$ cat config.mk
export PLATFORM = sky130hd
export DESIGN_NAME = partition_fit_allocator_top
export DESIGN_NICKNAME = d
export VERILOG_FILES = /design/src/hw/rtl/pfa_pkg.sv /design/src/hw/rtl/pfa_ram.sv /design/src/hw/rtl/pfa_fit_unit.sv /design/src/hw/rtl/partition_fit_allocator_top.sv
export VERILOG_INCLUDE_DIRS = /design/src /design/src/hw/rtl
export SDC_FILE = /design/constraint.sdc
export NUM_CORES = 1
export LEC_CHECK = 0
export BUFFER_PORTS_ARGS = -buffer_cell sky130_fd_sc_hd__buf_2
export CAP_MARGIN = 20
export CORE_AREA = 3 3 238 240
export CTS_BUF_LIST = sky130_fd_sc_hd__clkbuf_4 sky130_fd_sc_hd__clkbuf_8 sky130_fd_sc_hd__clkbuf_16
export DETAILED_ROUTE_END_ITERATION = 6
export DIE_AREA = 0 0 241 243
export PLACE_DENSITY = 0.49
export SLEW_MARGIN = 10
export SYNTH_ARGS = -nofsm -noshare
export SYNTH_HDL_FRONTEND = slang
export SYNTH_SLANG_ARGS = --single-unit
$ cat constraint.sdc
create_clock -name clk -period 5.95 [get_ports clk]
set_input_delay 0.2975 -clock clk [delete_from_list [all_inputs] [get_ports clk]]
set_output_delay 0.2975 -clock clk [all_outputs]
set_load 0.1 [all_outputs]
$ cat src/hw/rtl/partition_fit_allocator_top_macros.svh
// assertion helpers for the partition fit allocator
`ifndef PARTITION_FIT_ALLOCATOR_TOP_MACROS_SVH
`define PARTITION_FIT_ALLOCATOR_TOP_MACROS_SVH

`ifndef SYNTH
`define PFA_ASSERT_NOW(lbl, clk, rstn, ante, cons, msg) \
    lbl: assert property (@(posedge clk) disable iff (!rstn) (ante) |-> (cons)) \
        else $error(msg);
`define PFA_ASSERT_NEXT(lbl, clk, rstn, ante, cons, msg) \
    lbl: assert property (@(posedge clk) disable iff (!rstn) (ante) |=> (cons)) \
        else $error(msg);
`else
`define PFA_ASSERT_NOW(lbl, clk, rstn, ante, cons, msg)
`define PFA_ASSERT_NEXT(lbl, clk, rstn, ante, cons, msg)
`endif

`endif

$ cat src/hw/rtl/pfa_pkg.sv
`timescale 1ns / 1ps
`default_nettype none

package pfa_pkg;

    localparam int OP_W       = 2;
    localparam int IDX_PORT_W = 4;
    localparam int AMOUNT_W   = 16;
    localparam int STATUS_W   = 2;
    localparam int MODE_W     = 2;
    localparam int BLK_W      = 5;
    localparam int CFG_IDX_W  = 1;
    localparam int CFG_DATA_W = 5;
    localparam int S_DATA_W   = 24;
    localparam int M_DATA_W   = 40;

    localparam logic [OP_W-1:0] OP_LOAD    = 2'd0;
    localparam logic [OP_W-1:0] OP_ALLOC   = 2'd1;
    localparam logic [OP_W-1:0] OP_COMPACT = 2'd2;

    localparam logic [STATUS_W-1:0] STAT_DONE      = 2'd0;
    localparam logic [STATUS_W-1:0] STAT_ALLOCATED = 2'd1;
    localparam logic [STATUS_W-1:0] STAT_NO_FIT    = 2'd2;

    localparam logic [MODE_W-1:0] MODE_FIRST = 2'd0;
    localparam logic [MODE_W-1:0] MODE_BEST  = 2'd1;
    localparam logic [MODE_W-1:0] MODE_WORST = 2'd2;

    localparam logic [CFG_IDX_W-1:0] CFG_FIT_MODE      = 1'd0;
    localparam logic [CFG_IDX_W-1:0] CFG_BLOCKS_IN_USE = 1'd1;

    localparam logic [BLK_W-1:0] BLOCKS_RESET = 5'd16;

    typedef struct packed {
        logic fits;
        logic take;
    } fit_res_t;

endpackage

`default_nettype wire

$ cat src/hw/rtl/pfa_ram.sv
`timescale 1ns / 1ps
`default_nettype none

module pfa_ram #(
    parameter int WIDTH = 16,
    parameter int DEPTH = 16
) (
    input  wire logic                     clk,
    input  wire logic                     we,
    input  wire logic [$clog2(DEPTH)-1:0] waddr,
    input  wire logic [WIDTH-1:0]         wdata,
    input  wire logic                     re,
    input  wire logic [$clog2(DEPTH)-1:0] raddr,
    output logic      [WIDTH-1:0]         rdata
);

    logic [WIDTH-1:0] mem [DEPTH];
    logic [WIDTH-1:0] rdata_reg;

    always_ff @(posedge clk)
    begin
        if (we)
        begin
            mem[waddr] <= wdata;
        end
        if (re)
        begin
            rdata_reg <= mem[raddr];
        end
    end

    assign rdata = rdata_reg;

endmodule

`default_nettype wire

$ cat src/hw/rtl/pfa_fit_unit.sv
`timescale 1ns / 1ps
`default_nettype none

module pfa_fit_unit #(
    parameter int SIZE_BITS = 16
) (
    input  wire logic [SIZE_BITS-1:0]      have,
    input  wire logic [SIZE_BITS-1:0]      req,
    input  wire logic [SIZE_BITS-1:0]      best,
    input  wire logic                      found,
    input  wire logic [pfa_pkg::MODE_W-1:0] mode,
    output logic      [SIZE_BITS-1:0]      left,
    output pfa_pkg::fit_res_t              res
);

    import pfa_pkg::*;

    logic better;

    always_comb
    begin
        left = have - req;
        case (mode)
            MODE_BEST:  better = left < best;
            MODE_WORST: better = left > best;
            default:    better = 1'b0;
        endcase
        res.fits = have >= req;
        res.take = res.fits && (!found || better);
    end

endmodule

`default_nettype wire

$ cat src/hw/rtl/partition_fit_allocator_top.sv
// Placement allocator over a table of free partition sizes. A load item (tuser 0) writes one
// entry. An allocate item (tuser 1) walks the first n entries, where n is blocks_in_use
// capped at TABLE_DEPTH, reading one entry per cycle from the table RAM into a single
// subtract-and-compare unit, then writes the reduced entry back. First fit, best fit and
// worst fit all scan the full range, so the number of entries read does not depend on the
// policy. A compact item (tuser 2) streams the same n entries through the read port, writes
// the nonzero ones to the front through the write port, then zero-fills the rest of the
// range one entry per cycle. The table resets to all zero with no clearing pass. One result
// item leaves per input item through an output register, so the next item can enter while
// the previous result waits; configuration writes belong between items.
`timescale 1ns / 1ps
`default_nettype none
`include "partition_fit_allocator_top_macros.svh"

module partition_fit_allocator_top #(
    parameter int TABLE_DEPTH = 16,
    parameter int SIZE_BITS   = 16
) (
    input  wire logic                           clk,
    input  wire logic                           rst_n,
    input  wire logic                           cfg_we,
    input  wire logic [pfa_pkg::CFG_IDX_W-1:0]  cfg_index,
    input  wire logic [pfa_pkg::CFG_DATA_W-1:0] cfg_data,
    input  wire logic                           s_tvalid,
    output logic                                s_tready,
    // entry_index, amount, zero pad
    input  wire logic [pfa_pkg::S_DATA_W-1:0]   s_tdata,
    // op
    input  wire logic [pfa_pkg::OP_W-1:0]       s_tuser,
    output logic                                m_tvalid,
    input  wire logic                           m_tready,
    // chosen_index, size_before, size_after, zero pad
    output logic      [pfa_pkg::M_DATA_W-1:0]   m_tdata,
    // status
    output logic      [pfa_pkg::STATUS_W-1:0]   m_tuser
);

    import pfa_pkg::*;

    localparam int IDX_W = $clog2(TABLE_DEPTH);
    localparam int CNT_W = $clog2(TABLE_DEPTH + 1);
    localparam int LW    = (CNT_W > BLK_W) ? CNT_W : BLK_W;

    typedef enum logic [2:0] {
        S_IDLE,
        S_SCAN,
        S_COMPACT,
        S_FILL,
        S_RESULT
    } state_t;

    state_t                  state_reg, state_next;
    logic [MODE_W-1:0]       fit_mode_reg;
    logic [BLK_W-1:0]        blocks_reg;
    logic [TABLE_DEPTH-1:0]  valid_reg;
    logic                    rd_valid_reg;
    logic [SIZE_BITS-1:0]    amount_reg, amount_next;
    logic [LW-1:0]           n_reg, n_next;
    logic [LW-1:0]           rd_ptr_reg, rd_ptr_next;
    logic [LW-1:0]           wr_ptr_reg, wr_ptr_next;
    logic                    pend_reg, pend_next;
    logic [IDX_W-1:0]        pend_idx_reg, pend_idx_next;
    logic                    found_reg, found_next;
    logic [SIZE_BITS-1:0]    best_reg, best_next;
    logic [IDX_W-1:0]        best_idx_reg, best_idx_next;
    logic [SIZE_BITS-1:0]    best_have_reg, best_have_next;
    logic [STATUS_W-1:0]     res_status_reg, res_status_next;
    logic [IDX_PORT_W-1:0]   res_idx_reg, res_idx_next;
    logic [AMOUNT_W-1:0]     res_before_reg, res_before_next;
    logic [AMOUNT_W-1:0]     res_after_reg, res_after_next;
    logic                    m_tvalid_reg, m_tvalid_next;
    logic [M_DATA_W-1:0]     m_tdata_reg, m_tdata_next;
    logic [STATUS_W-1:0]     m_tuser_reg, m_tuser_next;

    logic                    s_accept;
    logic [IDX_PORT_W-1:0]   in_index;
    logic [AMOUNT_W-1:0]     in_amount;
    logic [LW-1:0]           ent_ext;
    logic                    load_ok;
    logic [LW-1:0]           blocks_ext;
    logic [LW-1:0]           n_live;
    logic                    issue;
    logic                    scan_done;
    logic                    ram_we;
    logic [IDX_W-1:0]        ram_waddr;
    logic [SIZE_BITS-1:0]    ram_wdata;
    logic [IDX_W-1:0]        ram_raddr;
    logic [SIZE_BITS-1:0]    ram_rdata;
    logic [SIZE_BITS-1:0]    have;
    logic [SIZE_BITS-1:0]    left;
    fit_res_t                fit;
    logic [LW-1:0]           best_idx_ext;

    pfa_ram #(
        .WIDTH (SIZE_BITS),
        .DEPTH (TABLE_DEPTH)
    ) u_table (
        .clk   (clk),
        .we    (ram_we),
        .waddr (ram_waddr),
        .wdata (ram_wdata),
        .re    (issue),
        .raddr (ram_raddr),
        .rdata (ram_rdata)
    );

    pfa_fit_unit #(
        .SIZE_BITS (SIZE_BITS)
    ) u_fit (
        .have  (have),
        .req   (amount_reg),
        .best  (best_reg),
        .found (found_reg),
        .mode  (fit_mode_reg),
        .left  (left),
        .res   (fit)
    );

    assign s_tready  = (state_reg == S_IDLE);
    assign s_accept  = s_tvalid && s_tready;
    assign in_index  = s_tdata[IDX_PORT_W-1:0];
    assign in_amount = s_tdata[IDX_PORT_W+AMOUNT_W-1:IDX_PORT_W];

    assign ent_ext    = LW'(in_index);
    assign load_ok    = ent_ext < LW'(TABLE_DEPTH);
    assign blocks_ext = LW'(blocks_reg);
    assign n_live     = (blocks_ext > LW'(TABLE_DEPTH)) ? LW'(TABLE_DEPTH) : blocks_ext;

    assign issue      = ((state_reg == S_SCAN) || (state_reg == S_COMPACT))
                        && (rd_ptr_reg < n_reg);
    assign scan_done  = (rd_ptr_reg >= n_reg) && !pend_reg;
    assign ram_raddr  = rd_ptr_reg[IDX_W-1:0];
    assign have       = rd_valid_reg ? ram_rdata : '0;
    assign best_idx_ext = LW'(best_idx_reg);

    always_comb
    begin
        state_next      = state_reg;
        amount_next     = amount_reg;
        n_next          = n_reg;
        rd_ptr_next     = rd_ptr_reg;
        wr_ptr_next     = wr_ptr_reg;
        pend_next       = issue;
        pend_idx_next   = rd_ptr_reg[IDX_W-1:0];
        found_next      = found_reg;
        best_next       = best_reg;
        best_idx_next   = best_idx_reg;
        best_have_next  = best_have_reg;
        res_status_next = res_status_reg;
        res_idx_next    = res_idx_reg;
        res_before_next = res_before_reg;
        res_after_next  = res_after_reg;
        m_tvalid_next   = m_tvalid_reg;
        m_tdata_next    = m_tdata_reg;
        m_tuser_next    = m_tuser_reg;
        ram_we          = 1'b0;
        ram_waddr       = wr_ptr_reg[IDX_W-1:0];
        ram_wdata       = '0;

        if (issue)
        begin
            rd_ptr_next = rd_ptr_reg + LW'(1);
        end

        if (m_tvalid_reg && m_tready)
        begin
            m_tvalid_next = 1'b0;
        end

        case (state_reg)
            S_IDLE:
            begin
                if (s_accept)
                begin
                    amount_next     = SIZE_BITS'(in_amount);
                    n_next          = n_live;
                    rd_ptr_next     = '0;
                    wr_ptr_next     = '0;
                    found_next      = 1'b0;
                    best_next       = '0;
                    best_idx_next   = '0;
                    best_have_next  = '0;
                    res_status_next = STAT_DONE;
                    res_idx_next    = '0;
                    res_before_next = '0;
                    res_after_next  = '0;
                    case (s_tuser)
                        OP_LOAD:
                        begin
                            ram_we     = load_ok;
                            ram_waddr  = ent_ext[IDX_W-1:0];
                            ram_wdata  = SIZE_BITS'(in_amount);
                            state_next = S_RESULT;
                        end
                        OP_ALLOC:   state_next = S_SCAN;
                        OP_COMPACT: state_next = S_COMPACT;
                        default:    state_next = S_RESULT;
                    endcase
                end
            end
            S_SCAN:
            begin
                if (pend_reg && fit.take)
                begin
                    found_next     = 1'b1;
                    best_next      = left;
                    best_idx_next  = pend_idx_reg;
                    best_have_next = have;
                end
                if (scan_done)
                begin
                    if (found_reg)
                    begin
                        ram_we          = 1'b1;
                        ram_waddr       = best_idx_reg;
                        ram_wdata       = best_reg;
                        res_status_next = STAT_ALLOCATED;
                        res_idx_next    = best_idx_ext[IDX_PORT_W-1:0];
                        res_before_next = AMOUNT_W'(best_have_reg);
                        res_after_next  = AMOUNT_W'(best_reg);
                    end
                    else
                    begin
                        res_status_next = STAT_NO_FIT;
                    end
                    state_next = S_RESULT;
                end
            end
            S_COMPACT:
            begin
                if (pend_reg && (have != '0))
                begin
                    ram_we      = 1'b1;
                    ram_wdata   = have;
                    wr_ptr_next = wr_ptr_reg + LW'(1);
                end
                if (scan_done)
                begin
                    state_next = S_FILL;
                end
            end
            S_FILL:
            begin
                if (wr_ptr_reg < n_reg)
                begin
                    ram_we      = 1'b1;
                    wr_ptr_next = wr_ptr_reg + LW'(1);
                end
                else
                begin
                    state_next = S_RESULT;
                end
            end
            S_RESULT:
            begin
                if (!m_tvalid_reg || m_tready)
                begin
                    m_tvalid_next = 1'b1;
                    m_tuser_next  = res_status_reg;
                    m_tdata_next  = M_DATA_W'({res_after_reg, res_before_reg, res_idx_reg});
                    state_next    = S_IDLE;
                end
            end
            default:
            begin
                state_next = S_IDLE;
            end
        endcase
    end

    always_ff @(posedge clk or negedge rst_n)
    begin
        if (!rst_n)
        begin
            state_reg      <= S_IDLE;
            fit_mode_reg   <= MODE_FIRST;
            blocks_reg     <= BLOCKS_RESET;
            valid_reg      <= '0;
            rd_valid_reg   <= 1'b0;
            amount_reg     <= '0;
            n_reg          <= '0;
            rd_ptr_reg     <= '0;
            wr_ptr_reg     <= '0;
            pend_reg       <= 1'b0;
            pend_idx_reg   <= '0;
            found_reg      <= 1'b0;
            best_reg       <= '0;
            best_idx_reg   <= '0;
            best_have_reg  <= '0;
            res_status_reg <= STAT_DONE;
            res_idx_reg    <= '0;
            res_before_reg <= '0;
            res_after_reg  <= '0;
            m_tvalid_reg   <= 1'b0;
            m_tdata_reg    <= '0;
            m_tuser_reg    <= STAT_DONE;
        end
        else
        begin
            state_reg      <= state_next;
            amount_reg     <= amount_next;
            n_reg          <= n_next;
            rd_ptr_reg     <= rd_ptr_next;
            wr_ptr_reg     <= wr_ptr_next;
            pend_reg       <= pend_next;
            pend_idx_reg   <= pend_idx_next;
            found_reg      <= found_next;
            best_reg       <= best_next;
            best_idx_reg   <= best_idx_next;
            best_have_reg  <= best_have_next;
            res_status_reg <= res_status_next;
            res_idx_reg    <= res_idx_next;
            res_before_reg <= res_before_next;
            res_after_reg  <= res_after_next;
            m_tvalid_reg   <= m_tvalid_next;
            m_tdata_reg    <= m_tdata_next;
            m_tuser_reg    <= m_tuser_next;
            if (issue)
            begin
                rd_valid_reg <= valid_reg[ram_raddr];
            end
            if (ram_we)
            begin
                valid_reg[ram_waddr] <= 1'b1;
            end
            if (cfg_we)
            begin
                case (cfg_index)
                    CFG_FIT_MODE:      fit_mode_reg <= cfg_data[MODE_W-1:0];
                    CFG_BLOCKS_IN_USE: blocks_reg   <= cfg_data[BLK_W-1:0];
                    default:           fit_mode_reg <= fit_mode_reg;
                endcase
            end
        end
    end

    assign m_tvalid = m_tvalid_reg;
    assign m_tdata  = m_tdata_reg;
    assign m_tuser  = m_tuser_reg;

    `PFA_ASSERT_NEXT(a_alloc_starts_scan, clk, rst_n, s_tvalid && s_tready && (s_tuser == OP_ALLOC), state_reg == S_SCAN, "allocate item did not start a scan")
    `PFA_ASSERT_NOW(a_compact_order, clk, rst_n, state_reg == S_COMPACT, wr_ptr_reg <= rd_ptr_reg, "compaction write pointer passed read pointer")
    `PFA_ASSERT_NOW(a_ptr_range, clk, rst_n, (state_reg == S_SCAN) || (state_reg == S_COMPACT), rd_ptr_reg <= n_reg, "scan pointer beyond live range")
    `PFA_ASSERT_NOW(a_no_fit_zero, clk, rst_n, m_tvalid && (m_tuser == STAT_NO_FIT), m_tdata == '0, "failed allocation carries nonzero fields")

endmodule

`default_nettype wire

=== Word level (Yosys, flattened, before mapping) ===
Memory sizes are Yosys's and may differ from the RTL's. A register that Yosys moved wholly into a read port is not among the register bits.
Index checks and enable logic that the tools add are counted.

* Memory bits (writable): 256
* Memories kept: 1
* Output and inout bits: 44
* Flip-flop bits (word level): 177

* Bitwise operators: 2
* Mux-type cells: 68
* Add/sub/neg operators: 3
* Eq/ne operators: 17
* Order comparisons: 11
* Reductions and logical operators: 28

{| class="wikitable"
|+ Memory list
! memory !! depth !! width !! read ports !! clocked after Yosys merged registers in !! wr ports !! line !! source
|-
| u_table.mem || 16 || 16 || 1 || 1 || 1 || pfa_ram.sv:17 || <nowiki>logic [WIDTH-1:0] mem [DEPTH];</nowiki>
|}

{| class="wikitable"
|+ Operators by type and width
! kind !! number
|-
| 16-bit two-way mux || 13
|-
| 16-bit one-hot mux with 2 select lines || 4
|-
| 16-bit one-hot mux with 3 select lines || 1
|-
| 5-bit two-way mux || 7
|-
| 4-bit two-way mux || 8
|-
| 4-bit one-hot mux with 2 select lines || 3
|-
| 16-bit greater-or-equal comparator || 1
|-
| 16-bit > comparator || 1
|-
| 16-bit < comparator || 1
|-
| 16-bit bitwise OR || 1
|-
| 16-bit nonzero test || 1
|-
| 16-bit subtractor || 1
|-
| 4-bit by 5-bit < comparator with 1-bit output, second input constant || 3
|-
| 1-bit two-way mux || 15
|-
| 3-bit two-way mux || 5
|-
| 3-bit one-hot mux with 5 select lines || 1
|-
| 5-bit one-hot mux with 3 select lines || 1
|-
| 2-bit != test, second input constant || 6
|-
| 5-bit by 1-bit adder with 5-bit output, second input constant || 2
|-
| 5-bit < comparator || 2
|-
| 1-bit logical AND || 8
|-
| 2-bit AND reduction || 4
|-
| 4-bit AND reduction || 2
|-
| 3-bit by 2-bit == test with 1-bit output, second input constant || 2
|-
| 24 further kinds || 36
|}

=== Logic depth before layout (Yosys ltp) ===
Gate-level depths: netlist of the first run.

* Depth after elaboration: 9
* Mapped depth: 22

=== Cells and area by module ===
From an unflattened synthesis of the first run, not the netlist that was laid out.

* Cells, all modules: 1303
* Area total of the unflattened synthesis: 19343.6 um^2

{| class="wikitable"
|+ Modules (own cells, without submodules)
! module !! cells an instance !! area an instance (um^2) !! sequential area each (um^2) !! times used
|-
| pfa_ram || 432 || 10203.5 || 8167.8 || 1
|-
| partition_fit_allocator_top || 673 || 7736.2 || 4430.5 || 1
|-
| pfa_fit_unit || 198 || 1403.8 || 0.0 || 1
|}

=== Worst setup path after synthesis of the first run ===
OpenSTA, ideal clock, no wires.

* Path kind: register -> register
* From: register rd_valid_reg
* To: register best_reg[12]
* Data required time: 5884 ps
* Stages on the path, launching flop included: 23
* Path buffers: 5
* Data arrival time: 4392 ps
* Path slack: 1493 ps
* Clock period less this slack: 4457 ps
* Library setup time: 66 ps
* Cell sequence: dfrtp_1 -> clkbuf_1 -> buf_1 -> nand2_1 -> inv_1 -> ha_1 -> clkbuf_1 -> a21oi_1 -> nand2_1 -> a21oi_1 -> a21boi_0 -> or4b_1 -> nand3_1 -> ha_1 -> nand4_1 -> nor2_1 -> a221o_1 -> nor3_1 -> mux2i_1 -> o211a_1 -> buf_2 -> buf_2 -> a22o_1

* Word-level cells in the longest chain between the ends: 9
* Elaborated cells between the ends (all ways): 13
* Those cells by class: 1 x add/sub; 3 x order compare; 1 x eq/ne; 4 x mux; 4 x reduce/logical

{| class="wikitable"
|+ RTL lines
! element !! line !! source
|-
| start, declared || partition_fit_allocator_top.sv:56 || <nowiki>logic rd_valid_reg;</nowiki>
|-
| start signal, assigned || partition_fit_allocator_top.sv:320 || <nowiki>rd_valid_reg <= valid_reg[ram_raddr];</nowiki>
|-
| 16-bit two-way mux (*) || partition_fit_allocator_top.sv:133 || <nowiki>assign have = rd_valid_reg ? ram_rdata : '0;</nowiki>
|-
| 16-bit subtractor || pfa_fit_unit.sv:22 || <nowiki>left = have - req;</nowiki>
|-
| 16-bit > comparator / 16-bit < comparator (equally long branches) || pfa_fit_unit.sv:25, pfa_fit_unit.sv:24 ||
|-
| 1-bit one-hot mux with 2 select lines || pfa_fit_unit.sv:23 || <nowiki>case (mode)</nowiki>
|-
| 1-bit logical OR || pfa_fit_unit.sv:29 || <nowiki>res.take = res.fits && (!found || better);</nowiki>
|-
| 1-bit logical AND || pfa_fit_unit.sv:29 ||
|-
| 1-bit logical AND || partition_fit_allocator_top.sv:203 || <nowiki>if (pend_reg && fit.take)</nowiki>
|-
| 2-bit by 1-bit != test with 1-bit output (no line) || -- ||
|-
| 3-bit AND reduction (no line) || -- ||
|-
| end signal, assigned || partition_fit_allocator_top.sv:308 || <nowiki>best_reg <= best_next;</nowiki>
|-
| end, declared || partition_fit_allocator_top.sv:64 || <nowiki>logic [SIZE_BITS-1:0] best_reg, best_next;</nowiki>
|}

Mark *: on every way between the ends. The rest lies on a longest branch, timed or not. The select of a mux whose other input is x is not followed.
A chain may end at the register's enable or synchronous reset.

=== Final worst setup path of the first run ===
* From: register rd_valid_reg
* To: register best_reg[0]

Same word-level chain as after synthesis.

==> metrics, run 1 <==
cell area power density 492 nW/um^2; # placed instances 1979; worst slew margin relative to its limit 0.325; hpwl dp 29100 um; Ports 81; Leak 8.69 nW; clk_lat worst skew 580 ps; Synth cell types 60; grt ovf 0; Final Hold Vio Count 0; Setup crit end kind flip-flop; Clock Skew 11.7 ps; antenna violations before repair 0; Avg Cell Area, Syn 15.4 sq um; MaxCap Viol Count 0; Rows 86; VDD IR max 0.222 mV; vias per cell 5.20; Least-Margin Pin Slew 1010 ps; first drt pass iteration count 5; main combinational cell family by area after synthesis multiplexers; CORE AREA 54900 sq um; post-CTS setup buffer count 0; Worst path max stage delay 490 ps; most common cell in the netlist edfxtp_1; clk sinks 449; Post-Synth Simple-Gate Area 0.0565; Port Buffer Count 72; Async S/R FF share, synth 0.394; metal2 WL 22700 um; Reg clk slew, reported paths 60 ps; Top FF cell, synth edfxtp_1; Netlist Area Pre-Place 19100 sq um; Fillers 5051; Worst Setup Start Kind flip-flop; kind of critical path flip-flop to flip-flop; WL per Instance 21.9 um; Layout area overhead 16.3%; slowest CP cell dfrtp_1; Final setup violation count 0; GPL Wtd Cong 0.811; commonest cells in the netlist 272 x edfxtp_1, 176 x dfrtp_1, 94 x nand2_1; first-pass GRT wire length 70300 um; post-route ant nets 0; cell count after synthesis 1241; xor and xnor fraction of the mapped netlist area 0.00825; share of the synthesized area in the top cell type 0.428; TritonCTS clock tree built; minimum clock period 5110 ps; Die Y 243 um; compound-cell area share of the yosys netlist 0.0858; RSZ-0062 raised after global routing false; crit path cell chain nand2_1, ha_1, inv_1, fa_1, a211oi_1, o21ai_0, a311oi_1, o21ai_0, o211ai_1, xnor2_1, ha_1, nand4_1, nor2_1, a221o_1, nor3_1, mux2i_1, o211a_1, buf_4, a22o_1; status finished clean; Post-Synth Adder-Cell Area 0.0325; Buf+Inv Stages, Crit Path 2; Nets 1434; vias 10832; hold slack 44.1 ps; Syn. warnings 0; worst-path fanout max 36; Worst Path Arrival 5620 ps; CP required 6460 ps; hold crit path type primary input to flip-flop; H-tree level count 2; Largest register FFs 256; All-Layer GR Usage 0.159; TNS Setup 0 ps; Root Buffer clkbuf_16; Metal-1 WL 20000 um; Seq cells post-synth 449; CTS buffer count 49; Ant. Diodes 0; post-layout util 0.405; Clock Path Buffers 3; drt total wl 45700 um; Yosys top cell by area edfxtp_1; fin cells 2085; Top Metal Used met4; Resize count post-CTS 0; post-synthesis sequential area ratio 0.660; f_max 0.196 GHz; share of cells above drive strength 1 0.245; die area 58600 sq um; EDFF count, synth 272; Tcrit/Tclk final 0.859; 1st-iter DRT viols 758; CTS Hold Bufs 22; DRC Markers 0; width of the die 241 um; Area contributors post-synth edfxtp_1 43%, dfrtp_1 23%, mux4_2 10%; pin count of the biggest net entering global routing 72; Top delay family on crit path compound AO/OA/AOI/OAI gates; Slew Limit Fails 0; vias in the first global route 11144; Initial Utilization 0.348; mux cell area share after synthesis 0.128; metal3 WL 1910 um
[report_power, final]
| group | leakage (nW) | switching, W | internal [W] |
|---|---|---|---|
| Combinational | 2.96 | 0.00230 | 0.00158 |
| Sequential | 4.92 | 0.000288 | 0.00371 |
| Clock | 0.809 | 0.00120 | 0.00185 |
[layout make-up]
type	count	area (sq um)	share of cell area
Timing Repair Buffer	124	827	0.0372
Inverter	66	248	0.0112
Clock buffer	66	1430	0.0645
Multi-Input combinational cell	658	6030	0.271
Tap cell	704	881	0.0397
Sequential cell	449	12600	0.568
Clock inverter	18	188	0.00845
[layer usage]
layer	track usage	vias up
met5	0	-
met4	0.0415	0
met3	0.0273	77
met2	0.269	240
met1	0.213	5567
li1	-	4948
[worst reg2reg max path: stages, from the launching register on]
cell and delay (ps):
dfrtp_1 490, nand2_1 150, ha_1 190, inv_1 60, fa_1 450, a211oi_1 320, o21ai_0 230, a311oi_1 460
o21ai_0 160, o211ai_1 120, xnor2_1 170, ha_1 270, nand4_1 160, nor2_1 70, a221o_1 290, nor3_1 320
mux2i_1 340, o211a_1 200, buf_4 380, a22o_1 230
[logic make-up (layout without fill, tap and decap cells)]
group / Yosys count / in the layout
other: 1 / 4
adders and majority gates: 49 / 49
DFF: 449 / 449
xor gates and xnor gates: 18 / 18
and+or+nand+nor: 230 / 230
muxes: 132 / 132
buffers and inverters: 137 / 274
AOI/OAI and AO/OA: 225 / 225
[cells in the final DEF, fill, tap and decap left out, drive strengths merged, types with 5 or more instances in the layout]
| cell type | Yosys | final |
|---|---|---|
| edfxtp | 272 | 272 |
| dfrtp | 176 | 176 |
| buf | 34 | 101 |
| nand2 | 94 | 94 |
| mux4 | 85 | 85 |
| inv | 66 | 68 |
| clkbuf | 37 | 67 |
| o21ai | 59 | 59 |
| a22o | 58 | 58 |
| nor2 | 54 | 54 |
| ha | 48 | 48 |
| mux2 | 43 | 43 |
| a21oi | 25 | 25 |
| dlygate4sd3 | 0 | 22 |
| a221o | 19 | 19 |
| nand3 | 19 | 19 |
| o21bai | 18 | 18 |
| clkinv | 0 | 12 |
| nor2b | 11 | 11 |
| xor2 | 10 | 10 |
| nand4 | 9 | 9 |
| a21o | 8 | 8 |
| xnor2 | 8 | 8 |
| nor3 | 7 | 7 |
| nand2b | 7 | 7 |
| nand3b | 6 | 6 |
| nor4 | 6 | 6 |
| o31ai | 5 | 5 |
| a31oi | 5 | 5 |
[worst paths after layout]
check | from | to | slack, ps | cells after the start
max in group asynchronous | rst_n | rd_ptr_reg[0] | 4370 | 3
min in group asynchronous | rst_n | m_tdata[6] | 230 | 2
hold reg to reg | valid_reg[4] | valid_reg[4] | 470 | 1
hold / removal | cfg_index | fit_mode_reg[1] | 40 | 3
setup / recovery | rd_valid_reg | best_reg[0] | 840 | 19
setup reg to reg | rd_valid_reg | best_reg[0] | 840 | 19
[per-stage QoR]
stage | worst slack, ps | instance area, sq um | power [W]
3_3_place_gp | 817 | 20300 | 0.00791
2_1_floorplan | 1490 | 19100 | 0.00684
4_1_cts | 761 | 22200 | 0.0111
5_1_grt | 462 | 22200 | 0.0116
6_report | 842 | 22200 | 0.0109
3_5_place_dp | 789 | 20400 | 0.00795
(Power assumes the default switching activity.)
==> run 2: changes to the inputs <==
--- a/config.mk
+++ b/config.mk
@@ -8,12 +8,13 @@
 export LEC_CHECK = 0
 export BUFFER_PORTS_ARGS = -buffer_cell sky130_fd_sc_hd__buf_2
 export CAP_MARGIN = 20
-export CORE_AREA = 3 3 238 240
+export CORE_AREA = 3 3 240 242
 export CTS_BUF_LIST = sky130_fd_sc_hd__clkbuf_4 sky130_fd_sc_hd__clkbuf_8 sky130_fd_sc_hd__clkbuf_16
 export DETAILED_ROUTE_END_ITERATION = 6
-export DIE_AREA = 0 0 241 243
+export DIE_AREA = 0 0 243 245
 export PLACE_DENSITY = 0.49
 export SLEW_MARGIN = 10
 export SYNTH_ARGS = -nofsm -noshare
 export SYNTH_HDL_FRONTEND = slang
+export SYNTH_HIERARCHICAL = 1
 export SYNTH_SLANG_ARGS = --single-unit
==> run 2 against run 1 <==
Combinational power decreased by 10%; critical endpoint is now best_have_reg[12]; critical path type unchanged; sequential cell count unchanged; largest cell class unchanged; maximum frequency grew 0.16%.
==> metrics, run 2 <==
status finished clean (unchanged); hold slack 55.4 ps (was 44.1 ps); Netlist Area Pre-Place 19300 sq um (was 19100 sq um); cell area power density 457 nW/um^2 (was 492 nW/um^2); Tcrit/Tclk final 0.857 (was 0.859); Area contributors post-synth edfxtp_1 42%, dfrtp_1 23%, mux4_2 6.9% (was edfxtp_1 43%, dfrtp_1 23%, mux4_2 10%); most common cell in the netlist edfxtp_1 (unchanged); H-tree level count 2 (unchanged); slowest CP cell fa_1 (was dfrtp_1); Least-Margin Pin Slew 1080 ps (was 1010 ps); cell count after synthesis 1303 (was 1241); met3 usage 0.0272 (was 0.0273); Final setup violation count 0 (unchanged); HP Start m_tready (was cfg_index); first drt pass iteration count 5 (unchanged); # placed instances 2089 (was 1979); hold endpoint m_tvalid (was fit_mode_reg[1]); share of the synthesized area in the top cell type 0.422 (was 0.428); pin count of the biggest net entering global routing 106 (was 72); fin cells 2197 (was 2085); most frequent cells in the layout 272 x edfxtp_1, 174 x dfrtp_1, 144 x nand2_1, 75 x inv_1, 71 x buf_2 (was 272 x edfxtp_1, 174 x dfrtp_1, 94 x nand2_1, 85 x mux4_2, 71 x buf_2); Port Buffer Count 72 (unchanged); post-CTS setup buffer count 0 (unchanged); vias 11094 (was 10832); post-route cell area 22400 sq um (was 22200 sq um); worst-path fanout max 32 (was 36); TritonCTS clock tree built (unchanged); f_max 0.196 GHz (about the same); Initial Utilization 0.350 (was 0.348); met1 Use GR 0.207 (was 0.213); All-Layer GR Usage 0.150 (was 0.159); Layout area overhead 15.8% (was 16.3%); Rows 86 (unchanged); Clock Path Buffers 3 (unchanged); RSZ-0062 raised after global routing false (unchanged); drt total wl 44600 um (was 45700 um); Worst Path Arrival 5620 ps (about the same); r2r setup slk 850 ps (was 840 ps); vias per cell 5.05 (was 5.20); post-route ant nets 0 (unchanged); VDD IR max 0.250 mV (was 0.222 mV); Die Y 245 um (was 243 um); Synth cell types 78 (was 60); Async S/R FF share, synth 0.394 (unchanged); antenna violations before repair 0 (unchanged); Resize count post-CTS 0 (unchanged); Ports 81 (unchanged); die area 59500 sq um (was 58600 sq um); Worst Setup Start Kind flip-flop (unchanged); CP required 6470 ps (was 6460 ps); Root Buffer clkbuf_16 (unchanged); width of the die 243 um (was 241 um); Largest register FFs 256 (unchanged); grt ovf 0 (unchanged); reg2reg start rd_valid_reg (unchanged); Syn. warnings 6 (was 0); worst-case reg-to-reg path depth 22 (was 19); Clock Skew 24.4 ps (was 11.7 ps); crit path cell chain buf_4, nand2_1, inv_1, inv_1, fa_1, and2b_1, o211ai_2, a31oi_4, a31oi_4, nand2b_4, o311ai_4, ha_1, a21oi_2, nand2_1, a21o_1, a2111o_1, and4b_1, o31a_1, and3_1, nor2_2, buf_12, a22o_1 (was nand2_1, ha_1, inv_1, fa_1, a211oi_1, o21ai_0, a311oi_1, o21ai_0, o211ai_1, xnor2_1, ha_1, nand4_1, nor2_1, a221o_1, nor3_1, mux2i_1, o211a_1, buf_4, a22o_1); DRC Markers 0 (unchanged); GPL Wtd Cong 0.797 (was 0.811); hpwl dp 29000 um (was 29100 um); minimum clock period 5100 ps (was 5110 ps); clk_lat worst skew 590 ps (was 580 ps); most crowded layer after global routing met2 (unchanged); CORE AREA 55300 sq um (was 54900 sq um); Setup crit end kind flip-flop (unchanged); Yosys top cell by area edfxtp_1 (unchanged); kind of critical path flip-flop to flip-flop (unchanged); hold crit path type primary input to flip-flop (unchanged); worst slew margin relative to its limit 0.283 (was 0.325); Reg2Reg Capture Point best_have_reg[12] (was best_reg[0]); Reg clk slew, reported paths 60 ps (about the same); vias in the first global route 11355 (was 11144); Buf+Inv Stages, Crit Path 4 (was 2); TNS Setup 0 ps (unchanged); hold path cells 3 (unchanged); EDFF count, synth 272 (unchanged); first-pass GRT wire length 69500 um (was 70300 um); Seq cells post-synth 449 (unchanged); Leak 8.96 nW (was 8.69 nW); Ant. Diodes 0 (unchanged); worst setup path start rd_valid_reg (unchanged); clk sinks 449 (unchanged); Top FF cell, synth edfxtp_1 (unchanged); post-synthesis sequential area ratio 0.651 (was 0.660); Final Hold Vio Count 0 (unchanged); Final WS setup 850 ps (was 842 ps); commonest cells in the netlist 272 x edfxtp_1, 176 x dfrtp_1, 144 x nand2_1 (was 272 x edfxtp_1, 176 x dfrtp_1, 94 x nand2_1); Placed Area 20600 sq um (was 20400 sq um); Slew Limit Fails 0 (unchanged); Setup WS pre-CTS 869 ps (was 789 ps); WL per Instance 20.3 um (was 21.9 um); share of cells above drive strength 1 0.230 (was 0.245); 1st-iter DRT viols 699 (was 758); Nets 1499 (was 1434); met2 Resource Use GR 0.245 (was 0.269); MaxCap Viol Count 0 (unchanged); CTS buffer count 47 (was 49); commonest non-fill, non-tap cell in the layout edfxtp_1 (unchanged); Top delay family on crit path compound AO/OA/AOI/OAI gates (unchanged); Worst path max stage delay 450 ps (was 490 ps); Avg Cell Area, Syn 14.8 sq um (was 15.4 sq um)
## run 2: changes by cell type in the layout (fill, tap and decap cells not counted), sizes merged, moves of 8 or more
cell,previous run,this run
nand2,94,144
a22oi,0,34
o21bai,18,0
mux4,85,69
o21ai,59,44
a31o,1,11
inv,68,77
and2,2,10
## run 2: cell families after synthesis
| group | after synthesis | share of synthesized area |
|---|---|---|
| flip-flops | 449 | 0.651 |
| multiplexers | 121 | 0.112 |
| AO/OA/AOI/OAI | 236 | 0.0964 |
| AND/OR/NAND/NOR | 290 | 0.0690 |
| other | 1 | 0.000194 |
| buffers and inverters | 142 | 0.0320 |
| XOR/XNOR | 15 | 0.00679 |
| adder cells (fa/ha/maj) | 49 | 0.0321 |
## run 2: how the worst max path moves through the flow
stage / to / slack [ps] / depth (start not counted)
6_report: best_have_reg[12] / 850 / 22
5_1_grt: best_have_reg[14] / 630 / 22
4_1_cts: best_have_reg[13] / 830 / 22
3_5_place_dp: best_have_reg[12] / 870 / 22
3_3_place_gp: best_have_reg[13] / 910 / 22
2_1_floorplan: u_table/mem[0][0] / 530 / 6
## run 2: area by class of cell
cell class / count / area (sq um)
Clock buffer: 63 / 1320
Multi-Input combinational cell: 715 / 6190
Tap cell: 748 / 936
Inverter: 76 / 285
Sequential cell: 449 / 12600
Fill cell: 5220 / 32900
Clock inverter: 22 / 224
Timing Repair Buffer: 124 / 840
## run 2: tightest hold or removal path, delay by kind of cell
family                 cells  cell delay [ps]
buffers and inverters      1               80
AND/OR/NAND/NOR            2              220
## run 2: timing repair
action,CTS,global route
hold buffers,22,0
endpoints found under the hold margin,126,0
endpoints found under the setup margin,0,0
## run 2: power breakdown
part	total, W	internal, W	switching, W
logic	0.00348	0.00137	0.00212
registers	0.00381	0.00361	0.000199
clock network	0.00293	0.00170	0.00123
total	0.0102	0.00668	0.00355
## run 2: per-layer routing
metal	vias to the layer above	wire [um]
li1	5157	-
met1	5678	20600
met2	197	21000
met3	62	1870
met4	0	1040
met5	-	0
## run 2: stage by stage
stage	utilization	power [W]
after floorplan	-	0.00645
after global placement	0.373	0.00732
after detailed placement	0.373	0.00736
after CTS	0.405	0.0104
after global routing	0.405	0.0109
final	0.405	0.0102
